File: config.mk
export PLATFORM = sky130hd
export DESIGN_NAME = xmodem_block_receiver_core
export DESIGN_NICKNAME = d
export VERILOG_FILES = /design/src/hdl/xbr_pkg.sv /design/src/hdl/xbr_step.sv /design/src/hdl/xbr_out.sv /design/src/hdl/xmodem_block_receiver_core.sv
export SDC_FILE = /design/constraint.sdc
export NUM_CORES = 1
export LEC_CHECK = 0
export ABC_CLOCK_PERIOD_IN_PS = 11400
export BUFFER_PORTS_ARGS = -buffer_cell sky130_fd_sc_hd__clkbuf_2
export CORE_MARGIN = 4
export CORE_UTILIZATION = 50
export DETAILED_ROUTE_END_ITERATION = 10
export GPL_TIMING_DRIVEN = 0
export PLACE_DENSITY_LB_ADDON = 0.2
export SYNTH_ARGS = -nofsm -noshare
export SYNTH_HDL_FRONTEND = slang
export SYNTH_SLANG_ARGS = --single-unit
File: constraint.sdc
create_clock -name clk -period 11.4 [get_ports clk]
set_input_delay 0 -clock clk [delete_from_list [all_inputs] [get_ports clk]]
set_output_delay 0 -clock clk [all_outputs]
set_load 0.005 [all_outputs]
File: src/hdl/xbr_pkg.sv
// Shared types, protocol codes and field widths for the XMODEM block receiver.
// No dependencies; every other file in hdl imports this package.
package xbr_pkg;

  localparam logic [7:0] C_SOH    = 8'h01;
  localparam logic [7:0] C_STX    = 8'h02;
  localparam logic [7:0] C_EOT    = 8'h04;
  localparam logic [7:0] C_ACK    = 8'h06;
  localparam logic [7:0] C_NAK    = 8'h15;
  localparam logic [7:0] C_ASKCRC = 8'h43;
  localparam logic [7:0] C_CAN    = 8'h18;
  localparam logic [7:0] C_BS     = 8'h08;

  localparam logic [15:0] CRC_POLY   = 16'h1021;
  localparam logic [10:0] SHORT_LEN  = 11'd128;
  localparam logic [10:0] LONG_LEN   = 11'd1024;
  localparam logic [7:0]  CMP_OK     = 8'hFF;
  localparam logic [15:0] SIL_MAX    = 16'hFFFF;

  localparam int unsigned ABORT_CANS  = 5;
  localparam int unsigned ABORT_BEATS = 10;

  localparam logic [15:0] LONG_TO_RST  = 16'd10000;
  localparam logic [15:0] SHORT_TO_RST = 16'd1000;
  localparam logic [3:0]  MAX_ERR_RST  = 4'd10;

  localparam logic [1:0] CFG_LONG_TO  = 2'd0;
  localparam logic [1:0] CFG_SHORT_TO = 2'd1;
  localparam logic [1:0] CFG_MAX_ERR  = 2'd2;

  localparam logic [1:0] FUNC_BYTE  = 2'd0;
  localparam logic [1:0] FUNC_TICK  = 2'd1;
  localparam logic [1:0] FUNC_START = 2'd2;

  localparam logic [1:0] VERD_NONE    = 2'd0;
  localparam logic [1:0] VERD_COMMIT  = 2'd1;
  localparam logic [1:0] VERD_DISCARD = 2'd2;

  localparam logic [2:0] ERR_NONE     = 3'd0;
  localparam logic [2:0] ERR_TIMEOUT  = 3'd1;
  localparam logic [2:0] ERR_HEADER   = 3'd2;
  localparam logic [2:0] ERR_CMP      = 3'd3;
  localparam logic [2:0] ERR_BLOCKNUM = 3'd4;
  localparam logic [2:0] ERR_CHECK    = 3'd5;

  localparam logic [1:0] ST_IDLE     = 2'd0;
  localparam logic [1:0] ST_RECEIVE  = 2'd1;
  localparam logic [1:0] ST_FINISHED = 2'd2;
  localparam logic [1:0] ST_ABORTED  = 2'd3;

  typedef enum logic [2:0] {
    PH_IDLE   = 3'd0,
    PH_HEADER = 3'd1,
    PH_NUM    = 3'd2,
    PH_CMP    = 3'd3,
    PH_BODY   = 3'd4,
    PH_DONE   = 3'd5,
    PH_ABORT  = 3'd6
  } phase_t;

  typedef enum logic [1:0] {
    RES_NONE  = 2'd0,
    RES_ONE   = 2'd1,
    RES_ABORT = 2'd2
  } res_kind_t;

  typedef struct packed {
    logic [15:0] long_to;
    logic [15:0] short_to;
    logic [3:0]  max_err;
  } xbr_cfg_t;

  typedef struct packed {
    phase_t      phase;
    logic [10:0] byte_index;
    logic        long_frame;
    logic [7:0]  expected_block;
    logic [7:0]  received_block;
    logic [15:0] crc;
    logic [7:0]  sum;
    logic [7:0]  check_hi;
    logic        crc_mode;
    logic [3:0]  err_cnt;
    logic [15:0] silence;
    logic        byte_seen;
    logic [31:0] committed;
  } xbr_state_t;

  typedef struct packed {
    res_kind_t   kind;
    logic        reply_valid;
    logic [7:0]  reply_byte;
    logic        data_valid;
    logic [7:0]  data_byte;
    logic [1:0]  verdict;
    logic [2:0]  err;
    logic [1:0]  status;
    logic        crc_in_use;
    logic [31:0] total;
  } xbr_res_t;

  localparam xbr_cfg_t CFG_RST = '{
    long_to:  LONG_TO_RST,
    short_to: SHORT_TO_RST,
    max_err:  MAX_ERR_RST
  };

  localparam xbr_state_t STATE_RST = '{
    phase:          PH_IDLE,
    byte_index:     11'd0,
    long_frame:     1'b0,
    expected_block: 8'd1,
    received_block: 8'd0,
    crc:            16'd0,
    sum:            8'd0,
    check_hi:       8'd0,
    crc_mode:       1'b1,
    err_cnt:        4'd0,
    silence:        16'd0,
    byte_seen:      1'b0,
    committed:      32'd0
  };

endpackage

File: src/hdl/xbr_step.sv
// Next-state and result logic for one receiver item (line byte, tick or start).
// Purely combinational; depends on xbr_pkg.
module xbr_step import xbr_pkg::*; (
  input  xbr_state_t state_i,
  input  xbr_cfg_t   cfg_i,
  input  logic [1:0] func_i,
  input  logic [7:0] rx_byte_i,
  output xbr_state_t state_o,
  output xbr_res_t   res_o
);

  function automatic logic [15:0] crc_byte(input logic [15:0] c, input logic [7:0] b);
    logic [15:0] x;
    x = c ^ {b, 8'h00};
    for (int k = 0; k < 8; k++) begin
      x = x[15] ? ((x << 1) ^ CRC_POLY) : (x << 1);
    end
    return x;
  endfunction

  xbr_state_t s;
  xbr_res_t   r;
  logic       active;
  logic       fail_req;
  logic [2:0] fail_code;
  logic [3:0] cnt;
  logic       abort_now;
  logic [1:0] fail_verd;
  logic [10:0] len;
  logic [15:0] limit;
  logic [15:0] sil_inc;
  logic        check_good;

  always_comb begin
    s          = state_i;
    r          = '0;
    r.kind     = RES_NONE;
    fail_req   = 1'b0;
    fail_code  = ERR_NONE;
    cnt        = 4'd0;
    abort_now  = 1'b0;
    fail_verd  = VERD_NONE;
    active     = (state_i.phase == PH_HEADER) || (state_i.phase == PH_NUM) ||
                 (state_i.phase == PH_CMP) || (state_i.phase == PH_BODY);
    len        = state_i.long_frame ? LONG_LEN : SHORT_LEN;
    limit      = (state_i.phase == PH_HEADER && !state_i.byte_seen) ?
                 cfg_i.long_to : cfg_i.short_to;
    sil_inc    = (state_i.silence == SIL_MAX) ? state_i.silence : state_i.silence + 16'd1;
    check_good = state_i.crc_mode ?
                 (state_i.check_hi == state_i.crc[15:8] && rx_byte_i == state_i.crc[7:0]) :
                 (rx_byte_i == state_i.sum);

    priority case (func_i)
      FUNC_BYTE: begin
        if (active) begin
          s.silence = '0;
          unique case (state_i.phase)
            PH_HEADER: begin
              s.byte_seen = 1'b1;
              if (rx_byte_i == C_SOH || rx_byte_i == C_STX) begin
                s.long_frame = (rx_byte_i == C_STX);
                s.crc        = '0;
                s.sum        = '0;
                s.check_hi   = '0;
                s.byte_index = '0;
                s.phase      = PH_NUM;
              end else if (rx_byte_i == C_EOT) begin
                s.err_cnt     = '0;
                s.phase       = PH_DONE;
                r.kind        = RES_ONE;
                r.reply_valid = 1'b1;
                r.reply_byte  = C_ACK;
              end else begin
                fail_req  = 1'b1;
                fail_code = ERR_HEADER;
              end
            end
            PH_NUM: begin
              s.received_block = rx_byte_i;
              s.phase          = PH_CMP;
            end
            PH_CMP: begin
              if ((state_i.received_block ^ rx_byte_i) != CMP_OK) begin
                fail_req  = 1'b1;
                fail_code = ERR_CMP;
              end else begin
                s.phase      = PH_BODY;
                s.byte_index = '0;
              end
            end
            default: begin
              if (state_i.byte_index < len) begin
                s.sum        = state_i.sum + rx_byte_i;
                s.crc        = crc_byte(state_i.crc, rx_byte_i);
                s.byte_index = state_i.byte_index + 11'd1;
                r.kind       = RES_ONE;
                r.data_valid = 1'b1;
                r.data_byte  = rx_byte_i;
              end else if (state_i.byte_index == len && state_i.crc_mode) begin
                s.check_hi   = rx_byte_i;
                s.byte_index = state_i.byte_index + 11'd1;
              end else if (state_i.received_block == state_i.expected_block - 8'd1) begin
                s.err_cnt     = '0;
                r.kind        = RES_ONE;
                r.reply_valid = 1'b1;
                r.reply_byte  = C_ACK;
                r.verdict     = VERD_DISCARD;
                s.phase       = PH_HEADER;
                s.byte_index  = '0;
                s.silence     = '0;
              end else if (state_i.received_block != state_i.expected_block) begin
                fail_req  = 1'b1;
                fail_code = ERR_BLOCKNUM;
              end else if (!check_good) begin
                fail_req  = 1'b1;
                fail_code = ERR_CHECK;
              end else begin
                s.expected_block = state_i.expected_block + 8'd1;
                s.committed      = state_i.committed + {21'd0, len};
                s.err_cnt        = '0;
                r.kind           = RES_ONE;
                r.reply_valid    = 1'b1;
                r.reply_byte     = C_ACK;
                r.verdict        = VERD_COMMIT;
                s.phase          = PH_HEADER;
                s.byte_index     = '0;
                s.silence        = '0;
              end
            end
          endcase
        end
      end
      FUNC_TICK: begin
        if (active) begin
          s.silence = sil_inc;
          if (sil_inc >= limit) begin
            s.silence = '0;
            fail_req  = 1'b1;
            fail_code = ERR_TIMEOUT;
          end
        end
      end
      FUNC_START: begin
        if (!active) begin
          s.byte_index     = '0;
          s.long_frame     = 1'b0;
          s.expected_block = 8'd1;
          s.received_block = '0;
          s.crc            = '0;
          s.sum            = '0;
          s.check_hi       = '0;
          s.crc_mode       = 1'b1;
          s.err_cnt        = '0;
          s.silence        = '0;
          s.byte_seen      = 1'b0;
          s.committed      = '0;
          s.phase          = PH_HEADER;
          r.kind           = RES_ONE;
          r.reply_valid    = 1'b1;
          r.reply_byte     = C_ASKCRC;
        end
      end
      default: begin
      end
    endcase

    if (fail_req) begin
      fail_verd = (s.phase == PH_BODY && s.byte_index != '0) ? VERD_DISCARD : VERD_NONE;
      cnt       = s.err_cnt + 4'd1;
      if (cnt == cfg_i.max_err) begin
        if (s.crc_mode && !s.byte_seen) begin
          s.crc_mode = 1'b0;
          cnt        = 4'd1;
          abort_now  = (cnt == cfg_i.max_err);
        end else begin
          abort_now = 1'b1;
        end
      end
      s.err_cnt    = cnt;
      s.byte_index = '0;
      s.silence    = '0;
      r.verdict    = fail_verd;
      r.err        = fail_code;
      if (abort_now) begin
        s.phase = PH_ABORT;
        r.kind  = RES_ABORT;
      end else begin
        s.phase       = PH_HEADER;
        r.kind        = RES_ONE;
        r.reply_valid = 1'b1;
        r.reply_byte  = (s.crc_mode && !s.byte_seen) ? C_ASKCRC : C_NAK;
      end
    end

    unique case (s.phase)
      PH_IDLE:  r.status = ST_IDLE;
      PH_DONE:  r.status = ST_FINISHED;
      PH_ABORT: r.status = ST_ABORTED;
      default:  r.status = ST_RECEIVE;
    endcase
    r.crc_in_use = s.crc_mode;
    r.total      = s.committed;
  end

  assign state_o = s;
  assign res_o   = r;

endmodule

File: src/hdl/xbr_out.sv
// Result register and sequencer: one beat per result, ten beats for an abort.
// Depends on xbr_pkg.
module xbr_out import xbr_pkg::*; (
  input  logic        clk,
  input  logic        rst_n,
  input  logic        load_i,
  input  xbr_res_t    res_i,
  output logic        free_o,
  output logic        out_tvalid,
  input  logic        out_tready,
  output logic [55:0] out_tdata,   // reply_byte, data_byte, block_verdict, error_code,
                                   // status, crc_in_use, total_bytes
  output logic [1:0]  out_tuser,   // reply_valid, data_valid
  output logic        out_tlast
);

  localparam logic [3:0] LAST_BEAT = 4'(ABORT_BEATS - 1);
  localparam logic [3:0] CAN_BEATS = 4'(ABORT_CANS);

  logic       vld_r, vld_nxt;
  logic [3:0] beat_r, beat_nxt;
  xbr_res_t   res_r;
  logic       is_abort;
  logic       last_beat;
  logic       xfer;
  logic       rv;
  logic [7:0] rb;
  logic [1:0] verd;
  logic [2:0] err;

  assign is_abort  = (res_r.kind == RES_ABORT);
  assign last_beat = !is_abort || (beat_r == LAST_BEAT);
  assign xfer      = vld_r && out_tready;
  assign free_o    = !vld_r || (out_tready && last_beat);

  always_comb begin
    vld_nxt  = vld_r;
    beat_nxt = beat_r;
    if (xfer && !last_beat) begin
      beat_nxt = beat_r + 4'd1;
    end else if (free_o) begin
      vld_nxt  = load_i;
      beat_nxt = '0;
    end
  end

  always_ff @(posedge clk) begin
    if (!rst_n) begin
      vld_r  <= 1'b0;
      beat_r <= '0;
    end else begin
      vld_r  <= vld_nxt;
      beat_r <= beat_nxt;
    end
  end

  always_ff @(posedge clk) begin
    if (free_o && load_i) begin
      res_r <= res_i;
    end
  end

  always_comb begin
    if (is_abort) begin
      rv   = 1'b1;
      rb   = (beat_r < CAN_BEATS) ? C_CAN : C_BS;
      verd = (beat_r == '0) ? res_r.verdict : VERD_NONE;
      err  = (beat_r == '0) ? res_r.err : ERR_NONE;
    end else begin
      rv   = res_r.reply_valid;
      rb   = res_r.reply_byte;
      verd = res_r.verdict;
      err  = res_r.err;
    end
  end

  assign out_tvalid = vld_r;
  assign out_tlast  = last_beat;
  assign out_tuser  = {res_r.data_valid && !is_abort, rv};
  assign out_tdata  = {res_r.total, res_r.crc_in_use, res_r.status, err, verd,
                       is_abort ? 8'h00 : res_r.data_byte, rb};

endmodule

File: src/hdl/xmodem_block_receiver_core.sv
// Top level of the XMODEM block receiver: input register, receiver state,
// configuration registers. Depends on xbr_pkg, xbr_step and xbr_out.
//
//  channel  direction  transfer on            payload
//  in_      slave      in_tvalid & in_tready  tuser func, tdata rx_byte
//  out_     master     out_tvalid & out_tready tuser flags, tdata result, tlast
//  cfg_     write      cfg_wr_en              cfg_index, cfg_wdata
//
// One item per cycle unless the output stalls: an item waits in the input register,
// and the step logic (CRC-16 byte update, silence compare) updates state in one pass.
// Results leave from the output register; an abort holds it for ten beats.
// Reset restores the state, valid flags and config registers; no clearing pass.
// A stalled output holds the input register only for items that produce results.
module xmodem_block_receiver_core import xbr_pkg::*; (
  input  logic        clk,
  input  logic        rst_n,
  input  logic        in_tvalid,
  output logic        in_tready,
  input  logic [7:0]  in_tdata,    // rx_byte
  input  logic [1:0]  in_tuser,    // func
  output logic        out_tvalid,
  input  logic        out_tready,
  output logic [55:0] out_tdata,   // reply_byte, data_byte, block_verdict, error_code,
                                   // status, crc_in_use, total_bytes
  output logic [1:0]  out_tuser,   // reply_valid, data_valid
  output logic        out_tlast,
  input  logic        cfg_wr_en,
  input  logic [1:0]  cfg_index,
  input  logic [15:0] cfg_wdata
);

  logic       in_vld_r;
  logic [1:0] func_r;
  logic [7:0] byte_r;
  xbr_state_t state_r, state_nxt;
  xbr_cfg_t   cfg_r;
  xbr_res_t   res;
  logic       out_free;
  logic       adv;

  xbr_step u_step (
    .state_i   (state_r),
    .cfg_i     (cfg_r),
    .func_i    (func_r),
    .rx_byte_i (byte_r),
    .state_o   (state_nxt),
    .res_o     (res)
  );

  assign adv       = in_vld_r && ((res.kind == RES_NONE) || out_free);
  assign in_tready = !in_vld_r || adv;

  xbr_out u_out (
    .clk        (clk),
    .rst_n      (rst_n),
    .load_i     (adv && (res.kind != RES_NONE)),
    .res_i      (res),
    .free_o     (out_free),
    .out_tvalid (out_tvalid),
    .out_tready (out_tready),
    .out_tdata  (out_tdata),
    .out_tuser  (out_tuser),
    .out_tlast  (out_tlast)
  );

  always_ff @(posedge clk) begin
    if (!rst_n) begin
      in_vld_r <= 1'b0;
    end else if (in_tready) begin
      in_vld_r <= in_tvalid;
    end
  end

  always_ff @(posedge clk) begin
    if (in_tvalid && in_tready) begin
      func_r <= in_tuser;
      byte_r <= in_tdata;
    end
  end

  always_ff @(posedge clk) begin
    if (!rst_n) begin
      state_r <= STATE_RST;
    end else if (adv) begin
      state_r <= state_nxt;
    end
  end

  always_ff @(posedge clk) begin
    if (!rst_n) begin
      cfg_r <= CFG_RST;
    end else if (cfg_wr_en) begin
      unique case (cfg_index)
        CFG_LONG_TO:  cfg_r.long_to  <= cfg_wdata;
        CFG_SHORT_TO: cfg_r.short_to <= cfg_wdata;
        CFG_MAX_ERR:  cfg_r.max_err  <= cfg_wdata[3:0];
        default: begin
        end
      endcase
    end
  end

  a_start_enters_header: assert property (@(posedge clk) disable iff (!rst_n)
    adv && func_r == FUNC_START && (state_r.phase == PH_IDLE ||
      state_r.phase == PH_DONE || state_r.phase == PH_ABORT)
    |=> state_r.phase == PH_HEADER && out_tvalid)
    else $error("start did not enter header phase");

  a_index_bound: assert property (@(posedge clk) disable iff (!rst_n)
    state_r.byte_index <= LONG_LEN + 11'd1)
    else $error("byte index beyond frame");

  a_state_holds: assert property (@(posedge clk) disable iff (!rst_n)
    !adv |=> $stable(state_r))
    else $error("state changed without an item");

  a_item_held: assert property (@(posedge clk) disable iff (!rst_n)
    in_vld_r && !adv |=> in_vld_r && $stable(func_r) && $stable(byte_r))
    else $error("held item lost");

endmodule

==> key figures, run 1 <==
Cells and area
  • Register Area: 5190 sq um
  • Diodes inserted: 0
  • Leading cell type in the layout, fill and taps excluded: nand2_1
  • Area Overhead vs Synth: 15.7%
  • Final nets: approximately 1800
  • Fraction of layout cells with a size suffix above 1: 0.131
  • Most frequent cells in the layout: 234 x nand2_1, 159 x dfxtp_1, 135 x nor2_1, 113 x a21oi_1, 90 x clkbuf_2
  • Multi-input logic area: 7210 sq um
  • Layout fillers: around 2400

Die
  • Die ar.: 29100 sq um
  • Core ar.: 26100 sq um
  • Row cnt: 59
  • Initial Util: 0.507
  • Die height: 171 microns
  • # IOs: 94
  • DIE WIDTH: 171 microns

Detailed routing
  • Remaining DRCs: 0
  • Overall routed net length: 37.8 mm
  • DR WL/cell: 18.1 microns
  • Via count: ~12000
  • Vias per cell: between 5 and 6
  • DR iter-0 viols: 1189
  • Antenna Nets Post-Route: 0
  • Drt pass-1 iters: 6

Global route
  • Vias in the first global route: ~11000
  • First-pass GRT wire length: ~60 mm
  • GRT Resource Usage Total: 0.252
  • Largest net degree at the start of global routing: 31
  • Initial antenna violation count: 0
  • Total grt overflow: 0

Placement
  • Post-DP HPWL: 27.3 mm
  • Final GP Congestion: 1.02
  • Port Buffers: 90

STA
  • Final-report max-slew violation count: 0
  • Max Fclk: between 150 and 200 MHz
  • RSZ-0062 raised after global routing: no
  • # setup viols final: 0
  • Crit share post-route: 0.566
  • Final min period: around 6.5 ns
  • Final Hold Fails: 0
  • Clk_skew: 0.0319 ns
  • Total Negative Setup Slacks: 0 ns
  • Max-slew headroom: 0.336
  • Worst slew pin tran: ~1 ns

Power and ir drop
  • Sequential fraction of design power: 0.441
  • P_int: between 1 and 1.5 mW
  • Psw: 533 uW
  • Final Power: slightly below 2 mW
  • PwrDens: 128 nW/um^2
  • Comb pwr share: 0.137
  • Clock network fraction of design power: 0.422
  • Maximum vdd ir drop: roughly 0.12 mV
  • Sw Ratio: 0.272
  • Leakage power: 6.11 nW

Clock network
  • Root buf cell: clkbuf_16
  • CTS H-tree lvls: 1
  • Clock insertion delay at the later pin of the skew report: between 0.5 and 0.6 ns
  • Post-CTS setup buffer count: 0
  • Clock-pin slew on the worst setup and hold paths: 0.07 ns
  • TritonCTS Sinks: 226
  • CTS Buf Count: 25
  • Maximum clock path buffer count: 3
  • CTS Hold Bufs: 33
  • PostCTS Resize Cnt: 0
  • TritonCTS clock tree: yes

Synth
  • Synthesized cell area: 13200 sq um
  • Average size of a mapped cell: 8.32 sq um
  • Library cells used by synthesis: 83
  • Most used DFF post-synth: dfxtp_1
  • Async SR Flop Fraction: 0
  • Seq/Total Area, Yosys: 0.393
  • Synth area leaders: dfxtp_1 24%, edfxtp_1 15%, nand2_1 6.6%, a21oi_1 4.3%, ha_1 4.0%
  • Synth warnings: 0
  • Yosys reg bits: 226
  • Synth area leader: dfxtp_1
  • Post-Synthesis Cells: between 1500 and 2000
  • Synth top area share: 0.241
  • Post-synth EDFFs: 67

Min path
  • Worst Hold End: state_r[36]
  • Worst hold start: rst_n
  • Worst hold path cell count: 4
  • Hold Path Class: primary input to register

Critical path
  • Crit start category: register
  • Worst R2R Path Depth: 16
  • RR Endpoint: state_r[16]
  • Worst-path maximum fanout: 10
  • Crit path cell chain: clkbuf_1 -> clkbuf_1 -> nor3_2 -> clkbuf_1 -> mux2i_1 -> ha_1 -> a211oi_1 -> o21ai_0 -> a21oi_1 -> o21ai_0 -> a31o_2 -> o41ai_4 -> clkbuf_1 -> clkbuf_1 -> nand4_1 -> o221ai_1
  • CP Data Required Time: around 12 ns
  • Worst reg2reg path startpoint: state_r[115]
  • Most numerous cell on the critical path: clkbuf_1
  • R2R Setup Slk: between 4 and 5 ns
  • Worst Path Arrival: around 6.9 ns
  • Slowest cell on crit path: nor3_2
  • Worst Setup End Kind: register
  • Critical path class: register to register
  • Slowest cell delay on critical path: approximately 0.77 ns

Status
  • Status: completed

Run
  • Max cap viols: 0
[state kept, by name (all words and copies together), names as in the netlist]
name and cells:
state_r 117, cfg_r 36, u_out.out_tdata 35, u_out.res_r 22, byte_r 8, u_out.beat_r 4, func_r 2, in_vld_r 1
u_out.out_tvalid 1
[layer usage]
metal,up-vias,share of wire,routed length (microns),track usage
met3,87,0.069,2610,0.0434
met5,-,0,0,0
met2,433,0.46,17400,0.410
met4,0,0.030,1150,0.0757
li1,5926,-,-,-
met1,5820,0.44,16700,0.345
[worst max-delay path by stage]
stage	slack [ns]	to	cells after the start	start
floorplan	4.32	u_out.out_tdata[21]	16	state_r[115]
global placement	1.63	u_out.out_tdata[39]	16	state_r[115]
detailed placement	4.67	u_out.out_tdata[39]	17	state_r[115]
CTS	4.63	u_out.out_tdata[31]	17	state_r[115]
global route	4.68	u_out.out_tdata[29]	17	state_r[115]
finish	4.95	state_r[16]	16	state_r[115]
[Yosys cell counts (15+ instances only)]
| cell | number |
|---|---|
| inv_1 | 35 |
| edfxtp_1 | 67 |
| nand4_1 | 19 |
| and2_1 | 42 |
| o22ai_1 | 15 |
| nand2b_1 | 17 |
| nor2_1 | 135 |
| mux2i_1 | 27 |
| nand3_1 | 78 |
| a21oi_1 | 114 |
| buf_4 | 40 |
| nor3_1 | 30 |
| and3_1 | 20 |
| nor4_1 | 19 |
| clkbuf_1 | 67 |
| a31oi_1 | 20 |
| xor2_1 | 49 |
| buf_2 | 23 |
| nand2_1 | 234 |
| ha_1 | 42 |
| o21ai_0 | 88 |
| xnor2_1 | 42 |
| or3_1 | 16 |
| dfxtp_1 | 159 |
[critical path, delay by kind of cell, from the launching register on]
kind                       cells  cell delay, ns
and+or+nand+nor                2            0.94
adders and majority gates      1            0.28
muxes                          1            0.30
AOI/OAI and AO/OA              7            2.11
buffers and inverters          5            2.38
DFF                            1            0.33
[layout make-up]
class	instances	area share
plain buffers	135	0.0458
clock buffers	30	0.0441
clock inverters	16	0.0107
inverters	35	0.00859
multi-input cells	1194	0.471
flip-flops and latches	226	0.340
well taps	335	0.0274
repair buffers	124	0.0523
[per-stage QoR]
step	util	cells	area [sq um]	setup slack [ns]	hold slack, ns
detailed placement	0.542	2016	14100	4.67	0.179
global placement	0.541	2015	14100	1.63	0.177
floorplan	-	1590	13200	4.32	0.0989
finish	0.587	2095	15300	4.95	0.132
global route	0.587	2095	15300	4.68	0.150
CTS	0.587	2095	15300	4.63	0.100
[kinds of logic (layout without fill, tap and decap cells)]
family / after synthesis / after routing / synth area share
fa+ha+maj: 43 / 43 / 0.0413
buf+inv: 170 / 340 / 0.0629
xor+xnor: 91 / 91 / 0.0603
flops: 226 / 226 / 0.393
simple gates: 662 / 662 / 0.241
mux: 31 / 31 / 0.0239
other cells: 1 / 2 / 0.000284
compound gates: 365 / 365 / 0.177
[power groups by stage]
stage | registers (mW) | logic (mW) | clock network, mW
after global placement | 0.882 | 0.250 | 0
after detailed placement | 0.882 | 0.254 | 0
final | 0.865 | 0.269 | 0.827
after global routing | 0.867 | 0.291 | 0.875
after floorplan | 0.878 | 0.172 | 0
after CTS | 0.864 | 0.264 | 0.843
Note: power is estimated with default switching activity, not from simulation.
==> inputs of run 2 (changes only) <==
- ABC_AREA: default -> 1
- ABC_CLOCK_PERIOD_IN_PS: 11400 -> 5800
- clock period: 11.4 -> 5.8 ns (I/O delays scaled with it)
==> run 2 against run 1 <==
Critical path depth is 8 higher. Clock power up 110%. Worst hold slack improved by 0.046 ns. Via count rose by 3.1%. Routed wire length is 3.5% higher. Die area is 0.41% higher. Sequential power rose by 100%. Final cell count is 9.6% higher. Critical endpoint is now u_out.out_tdata[36].
==> key figures, run 2 <==
Status
  • Status: completed (unchanged)

Cells and area
  • Most frequent cells in the layout: 270 x nand2_1, 225 x nor2_1, 222 x inv_1, 159 x dfxtp_1, 133 x a21oi_1 (was 234 x nand2_1, 159 x dfxtp_1, 135 x nor2_1, 113 x a21oi_1, 90 x clkbuf_2)
  • Layout fillers: 2442 (was 2384)
  • Multi-input logic area: 6570 sq um (was 7210 sq um)
  • Final nets: 2018 (was 1817)
  • Area Overhead vs Synth: 16.0% (was 15.7%)
  • Diodes inserted: 0 (unchanged)
  • Leading cell type in the layout, fill and taps excluded: nand2_1 (unchanged)
  • Fin util: 0.591 (was 0.587)
  • Reg with most FFs: state_r (unchanged)
  • Register Area: 5190 sq um (unchanged)
  • Fraction of layout cells with a size suffix above 1: 0.135 (was 0.131)
  • Max reg flops: 117 (unchanged)
  • Post-route insts no fill: 2296 (was 2095)
  • Final instance area: 15400 sq um (was 15300 sq um)

Global route
  • Total grt overflow: 0 (unchanged)
  • First-pass GRT wire length: 62.3 mm (was 59.8 mm)
  • Largest net degree at the start of global routing: 41 (was 31)
  • Initial antenna violation count: 0 (unchanged)
  • GRT Resource Usage Total: 0.264 (was 0.252)
  • Vias in the first global route: 11950 (was 11240)

Clock network
  • Root buf cell: clkbuf_16 (unchanged)
  • CTS H-tree lvls: 1 (unchanged)
  • TritonCTS Sinks: 226 (unchanged)
  • Post-CTS setup buffer count: 0 (unchanged)
  • Maximum clock path buffer count: 3 (unchanged)
  • CTS Buf Count: 26 (was 25)
  • TritonCTS clock tree: yes (unchanged)
  • Clock insertion delay at the later pin of the skew report: 0.55 ns (was 0.54 ns)
  • Clock-pin slew on the worst setup and hold paths: 0.06 ns (was 0.07 ns)

Detailed routing
  • Remaining DRCs: 0 (unchanged)
  • Vias per cell: 5.51 (was 5.85)
  • DR WL/cell: 17.1 microns (was 18.1 microns)
  • Antenna Nets Post-Route: 0 (unchanged)
  • Via count: 12641 (was 12266)
  • DR iter-0 viols: 1184 (was 1189)
  • Overall routed net length: 39.2 mm (was 37.8 mm)
  • Drt pass-1 iters: 6 (unchanged)

Die
  • # IOs: 94 (unchanged)
  • Core ar.: 26100 sq um (unchanged)
  • Initial Util: 0.509 (was 0.507)
  • Die ar.: 29200 sq um (was 29100 sq um)
  • Die height: 171 microns (about the same)
  • DIE WIDTH: 171 microns (about the same)
  • Row cnt: 59 (unchanged)

Synth
  • Synth area leader: dfxtp_1 (unchanged)
  • Library cells used by synthesis: 60 (was 83)
  • Synth cell count leaders: 270 x nand2_1, 225 x nor2_1, 223 x inv_1 (was 234 x nand2_1, 159 x dfxtp_1, 135 x nor2_1)
  • Synth top area share: 0.240 (was 0.241)
  • Yosys reg bits: 226 (unchanged)
  • Seq/Total Area, Yosys: 0.391 (was 0.393)
  • Async SR Flop Fraction: 0 (unchanged)
  • Synthesized cell area: 13300 sq um (was 13200 sq um)
  • Most used DFF post-synth: dfxtp_1 (unchanged)
  • Synth warnings: 0 (unchanged)
  • Post-Synthesis Cells: 1788 (was 1589)
  • Synth area leaders: dfxtp_1 24%, edfxtp_1 15%, nand2_1 7.6%, nor2_1 6.4%, inv_1 6.3% (was dfxtp_1 24%, edfxtp_1 15%, nand2_1 6.6%, a21oi_1 4.3%, ha_1 4.0%)
  • Leading cell type by number of instances after synthesis: nand2_1 (unchanged)
  • Average size of a mapped cell: 7.42 sq um (was 8.32 sq um)
  • Post-synth EDFFs: 67 (unchanged)

Critical path
  • Worst Setup End Kind: register (unchanged)
  • Slowest cell delay on critical path: 0.42 ns (was 0.77 ns)
  • Most numerous cell on the critical path: nand2_1 (was clkbuf_1)
  • Slowest cell on crit path: clkbuf_1 (was nor3_2)
  • Crit path cell chain: inv_2 -> nor2_1 -> inv_2 -> nor2_1 -> nand2_1 -> clkbuf_1 -> mux2i_1 -> ha_1 -> a21oi_1 -> o21ai_0 -> a21oi_1 -> a21boi_0 -> nand2_1 -> nand3_1 -> nand2_1 -> nor2_8 -> nand2_2 -> nand2_2 -> nand2_8 -> inv_4 -> buf_2 -> nand2_1 -> inv_2 -> buf_12 (was clkbuf_1 -> clkbuf_1 -> nor3_2 -> clkbuf_1 -> mux2i_1 -> ha_1 -> a211oi_1 -> o21ai_0 -> a21oi_1 -> o21ai_0 -> a31o_2 -> o41ai_4 -> clkbuf_1 -> clkbuf_1 -> nand4_1 -> o221ai_1)
  • Crit start category: register (unchanged)
  • Worst-path maximum fanout: 40 (was 10)
  • Number of cells on the critical path: 24 (was 16)
  • CP Data Required Time: 6.01 ns (was 11.85 ns)
  • Worst R2R Path Depth: 24 (was 16)
  • Worst Path Buf+Inv: 7 (was 5)
  • Delay-heaviest family, CP: simple AND/OR/NAND/NOR gates (was buffers and inverters)
  • Worst Path Arrival: 5.57 ns (was 6.90 ns)
  • Critical path class: register to register (unchanged)

Min path
  • Worst hold path cell count: 2 (was 4)
  • Hold Path Class: primary input to register (unchanged)

STA
  • Worst slew pin tran: 1.12 ns (was 0.996 ns)
  • Clk_skew: 0.0191 ns (was 0.0319 ns)
  • Max-slew headroom: 0.249 (was 0.336)
  • Worst hold slack: 0.178 ns (was 0.132 ns)
  • Crit share post-route: 0.923 (was 0.566)
  • Max Fclk: 187 MHz (was 155 MHz)
  • RSZ-0062 raised after global routing: no (unchanged)
  • Final min period: 5.35 ns (was 6.45 ns)
  • Final-report max-slew violation count: 0 (unchanged)
  • Final Hold Fails: 0 (unchanged)
  • # setup viols final: 0 (unchanged)

Power and ir drop
  • Maximum vdd ir drop: 0.208 mV (was 0.123 mV)
  • Final Power: 4.22 mW (was 1.96 mW)
  • Leakage power: 6.73 nW (was 6.11 nW)
  • PwrDens: 274 nW/um^2 (was 128 nW/um^2)

Placement
  • Placed cell count: 2216 (was 2016)
  • Post-DP HPWL: 28.7 mm (was 27.3 mm)
  • Final GP Congestion: 0.963 (was 1.02)
  • Port Buffers: 91 (was 90)
  • Area post-placement: 14200 sq um (was 14100 sq um)

Run
  • Max cap viols: 0 (unchanged)
==> run 2: cell types whose count changed in the layout (fill, tap and decap cells not counted), sizes merged, moves of 38 or more <==
cell	before	now
o21ai	90	128
nand3	78	125
and2	44	2
nand2	235	289
inv	36	240
nor2	136	237
==> run 2: final timing paths <==
check,slack [ns],endpoint,start
max reg2reg,0.45,u_out.out_tdata[36],state_r[114]
min reg2reg,0.46,state_r[5],state_r[5]
min,0.18,byte_r[5],in_tdata[5]
max,0.45,u_out.out_tdata[36],state_r[114]
==> run 2: cell families after synthesis <==
family | after synthesis | synth area share
DFF | 226 | 0.391
other | 1 | 0.000282
xor gates and xnor gates | 57 | 0.0376
muxes | 16 | 0.0122
and+or+nand+nor | 743 | 0.248
AOI/OAI and AO/OA | 354 | 0.155
buffers and inverters | 348 | 0.114
adders and majority gates | 43 | 0.0411
==> run 2: final cells by class <==
type	instances	share of cell area
Clock buffer	32	0.0450
Clock inverter	15	0.0128
Sequential cell	226	0.337
Tap cell	335	0.0272
Inverter	242	0.0592
Buffer	106	0.0395
Timing Repair Buffer	125	0.0523
Multi-Input combinational cell	1215	0.426
==> run 2: layer usage <==
metal / global-route usage / routed length (microns) / share of wire
met5: 0 / 0 / 0
met4: 0.0903 / 1330 / 0.034
met2: 0.442 / 18300 / 0.47
met3: 0.0296 / 2620 / 0.067
met1: 0.357 / 17000 / 0.43
==> run 2: through the flow <==
| stage | setup slack [ns] | setup TNS [ns] |
|---|---|---|
| after global routing | 0.0543 | 0 |
| after floorplan | 0.954 | 0 |
| after CTS | 0.470 | 0 |
| after global placement | -0.668 | -37.48 |
| final | 0.446 | 0 |
| after detailed placement | 0.501 | 0 |
==> run 2: what timing repair did <==
action                                 in CTS  in global routing
hold buffers                               33                  0
gates resized for setup                     0                  0
endpoints found under the hold margin      54                  0
==> run 2: worst reg2reg max path, cell delays in order, from the launching register on <==
cell and delay (ns):
dfxtp_1 0.41, inv_2 0.05, nor2_1 0.18, inv_2 0.07
nor2_1 0.26, nand2_1 0.32, clkbuf_1 0.42, mux2i_1 0.30
ha_1 0.29, a21oi_1 0.14, o21ai_0 0.09, a21oi_1 0.11
a21boi_0 0.19, nand2_1 0.14, nand3_1 0.11, nand2_1 0.13
nor2_8 0.15, nand2_2 0.11, nand2_2 0.14, nand2_8 0.11
inv_4 0.15, buf_2 0.29, nand2_1 0.14, inv_2 0.38
buf_12 0.29
==> run 2: power by group <==
group	internal, mW	switching, mW
sequential	1.71	0.0591
combinational	0.247	0.492
clock	1.03	0.686
total	2.99	1.24
==> inputs of run 3 (changes only) <==
- REMOVE_ABC_BUFFERS: default -> 1
==> run 3 against run 2 <==
Sequential share of layout area increased by 1.3 points. Sequential power about the same. Clock power decreased by 8%. Combinational power decreased by 7.9%. Largest cell class unchanged. Clock skew decreased by 0.0016 ns. Via count decreased by 5.1%. Worst setup slack improved by 0.064 ns. Die area unchanged. Register-to-register slack improved by 0.06 ns. Fmax increased by 1.2%. Critical path type unchanged.
==> key figures, run 3 (synthesized netlist as in run 2, its figures left out) <==
Status
  • Status: completed (unchanged)

STA
  • Clk_skew: 0.0175 ns (was 0.0191 ns)
  • Max Fclk: 189 MHz (was 187 MHz)
  • Final-report max-slew violation count: 0 (unchanged)
  • Crit share post-route: 0.912 (was 0.923)
  • Total Negative Setup Slacks: 0 ns (unchanged)
  • # setup viols final: 0 (unchanged)
  • Worst slew pin tran: 0.948 ns (was 1.12 ns)
  • Max-slew headroom: 0.365 (was 0.249)
  • RSZ-0062 raised after global routing: no (unchanged)
  • Final min period: 5.29 ns (was 5.35 ns)
  • Final Hold Fails: 0 (unchanged)

Placement
  • Post-DP HPWL: 24.0 mm (was 28.7 mm)
  • Port Buffers: 91 (unchanged)
  • Placed cell count: 2112 (was 2216)
  • Final GP Congestion: 0.966 (was 0.963)

Detailed routing
  • Antenna Nets Post-Route: 0 (unchanged)
  • DR WL/cell: 15.8 microns (was 17.1 microns)
  • Overall routed net length: 34.7 mm (was 39.2 mm)
  • Via count: 11992 (was 12641)
  • Remaining DRCs: 0 (unchanged)
  • DR iter-0 viols: 1031 (was 1184)
  • Drt pass-1 iters: 5 (was 6)
  • Vias per cell: 5.46 (was 5.51)

Clock network
  • Root buf cell: clkbuf_16 (unchanged)
  • TritonCTS Sinks: 226 (unchanged)
  • Maximum clock path buffer count: 3 (unchanged)
  • CTS Buf Count: 26 (unchanged)
  • Clock-pin slew on the worst setup and hold paths: 0.06 ns (about the same)
  • Post-CTS setup buffer count: 0 (unchanged)
  • Clock insertion delay at the later pin of the skew report: 0.54 ns (was 0.55 ns)
  • TritonCTS clock tree: yes (unchanged)
  • CTS H-tree lvls: 1 (unchanged)

Global route
  • Initial antenna violation count: 0 (unchanged)
  • Largest net degree at the start of global routing: 72 (was 41)
  • Total grt overflow: 0 (unchanged)
  • First-pass GRT wire length: 56.2 mm (was 62.3 mm)
  • Vias in the first global route: 11234 (was 11950)
  • GRT Resource Usage Total: 0.233 (was 0.264)

Die
  • DIE WIDTH: 171 microns (unchanged)
  • Die ar.: 29200 sq um (unchanged)
  • Row cnt: 59 (unchanged)
  • Core ar.: 26100 sq um (unchanged)
  • # IOs: 94 (unchanged)
  • Initial Util: 0.509 (unchanged)
  • Die height: 171 microns (unchanged)

Cells and area
  • Fin util: 0.569 (was 0.591)
  • Reg with most FFs: state_r (unchanged)
  • Fraction of layout cells with a size suffix above 1: 0.109 (was 0.135)
  • Leading cell type in the layout, fill and taps excluded: nand2_1 (unchanged)
  • Layout fillers: 2453 (was 2442)
  • Post-route insts no fill: 2198 (was 2296)
  • Most frequent cells in the layout: 269 x nand2_1, 224 x nor2_1, 222 x inv_1, 159 x dfxtp_1, 133 x a21oi_1 (was 270 x nand2_1, 225 x nor2_1, 222 x inv_1, 159 x dfxtp_1, 133 x a21oi_1)
  • Area Overhead vs Synth: 11.7% (was 16.0%)
  • Final nets: 1918 (was 2018)
  • Max reg flops: 117 (unchanged)

Power and ir drop
  • PwrDens: 272 nW/um^2 (was 274 nW/um^2)
  • Final Power: 4.03 mW (was 4.22 mW)
  • Leakage power: 6.41 nW (was 6.73 nW)
  • Maximum vdd ir drop: 0.273 mV (was 0.208 mV)

Critical path
  • Worst-path maximum fanout: 71 (was 40)
  • Worst Setup End Kind: register (unchanged)
  • CP Data Required Time: 6.03 ns (was 6.01 ns)
  • Worst Path Arrival: 5.52 ns (was 5.57 ns)
  • Crit start category: register (unchanged)
  • Critical path class: register to register (unchanged)

Min path
  • Hold Path Class: primary input to register (unchanged)

Run
  • Max cap viols: 0 (unchanged)
-- run 3: cell types whose count changed in the layout (fill, tap and decap cells not counted), moves of 2 or more --
| cell | change |
|---|---|
| buf_1 | -2 |
| buf_12 | +2 |
| buf_2 | -18 |
| buf_4 | -40 |
| buf_6 | -4 |
| bufinv_16 | -3 |
| clkbuf_1 | -42 |
| clkinv_1 | +8 |
| dlygate4sd3_1 | +3 |
| inv_2 | -2 |
| nand2_4 | +2 |
-- run 3: final timing paths --
path / startpoint / endpoint / slack [ns] / cells past startpoint
max: state_r[114] / u_out.res_r[43] / 0.51 / 23
min: rst_n / cfg_r[9] / 0.03 / 2
max reg2reg: state_r[114] / u_out.res_r[43] / 0.51 / 23
min reg2reg: state_r[1] / state_r[1] / 0.45 / 2
-- run 3: power breakdown --
group	switching, mW	internal (mW)
sequential	0.0636	1.71
combinational	0.456	0.224
clock	0.657	0.923
-- run 3: metrics by stage --
step | instance area [sq um] | hold WS, ns | setup slack (ns)
after floorplan | 12700 | 0.0841 | 0.769
after global placement | 13500 | 0.177 | -1.03
after detailed placement | 13600 | 0.179 | -0.0660
after CTS | 14800 | 0.0126 | 0.204
after global routing | 14800 | 0.0556 | 0.0382
final | 14800 | 0.0341 | 0.509
-- run 3: routing by layer --
layer / global-route usage / vias to the layer above / part of all wire
met1: 0.313 / 5591 / 0.45
met5: 0 / - / 0
li1: - / 6026 / -
met2: 0.398 / 308 / 0.48
met3: 0.0277 / 67 / 0.048
met4: 0.0675 / 0 / 0.025
-- run 3: cell type report --
| type | instances | area (sq um) | share of cell area |
|---|---|---|---|
| multi-input cells | 1215 | 6590 | 0.444 |
| flip-flops and latches | 226 | 5190 | 0.350 |
| inverters | 242 | 917 | 0.0618 |
| repair buffers | 131 | 890 | 0.0600 |
| clock buffers | 33 | 728 | 0.0491 |
| well taps | 335 | 419 | 0.0283 |
| clock inverters | 15 | 93.8 | 0.00633 |
| diodes | 1 | 2.50 | 0.000169 |
-- run 3: what timing repair did --
item / in CTS / in global routing
setup endpoints to repair: 36 / 79
hold buffers: 36 / 0
gates resized for setup: 1 / 5
cloned: 0 / 0
endpoints found under the hold margin: 52 / 0
-- run 3: critical path, cell delays in order (launching register included) --
cell      delay [ns]
dfxtp_1         0.42
inv_2           0.05
nor2_1          0.19
inv_2           0.07
nor2_1          0.32
nand2_4         0.27
mux2i_1         0.32
ha_1            0.30
a21oi_1         0.12
o21ai_0         0.10
nand2_1         0.07
o211ai_1        0.08
a21boi_0        0.16
nand2_1         0.14
nand3_1         0.18
nand2_1         0.16
nor2_8          0.36
nand2_2         0.12
nand2_2         0.12
nand2_8         0.28
inv_6           0.33
nand2_1         0.16
inv_4           0.33
buf_12          0.26
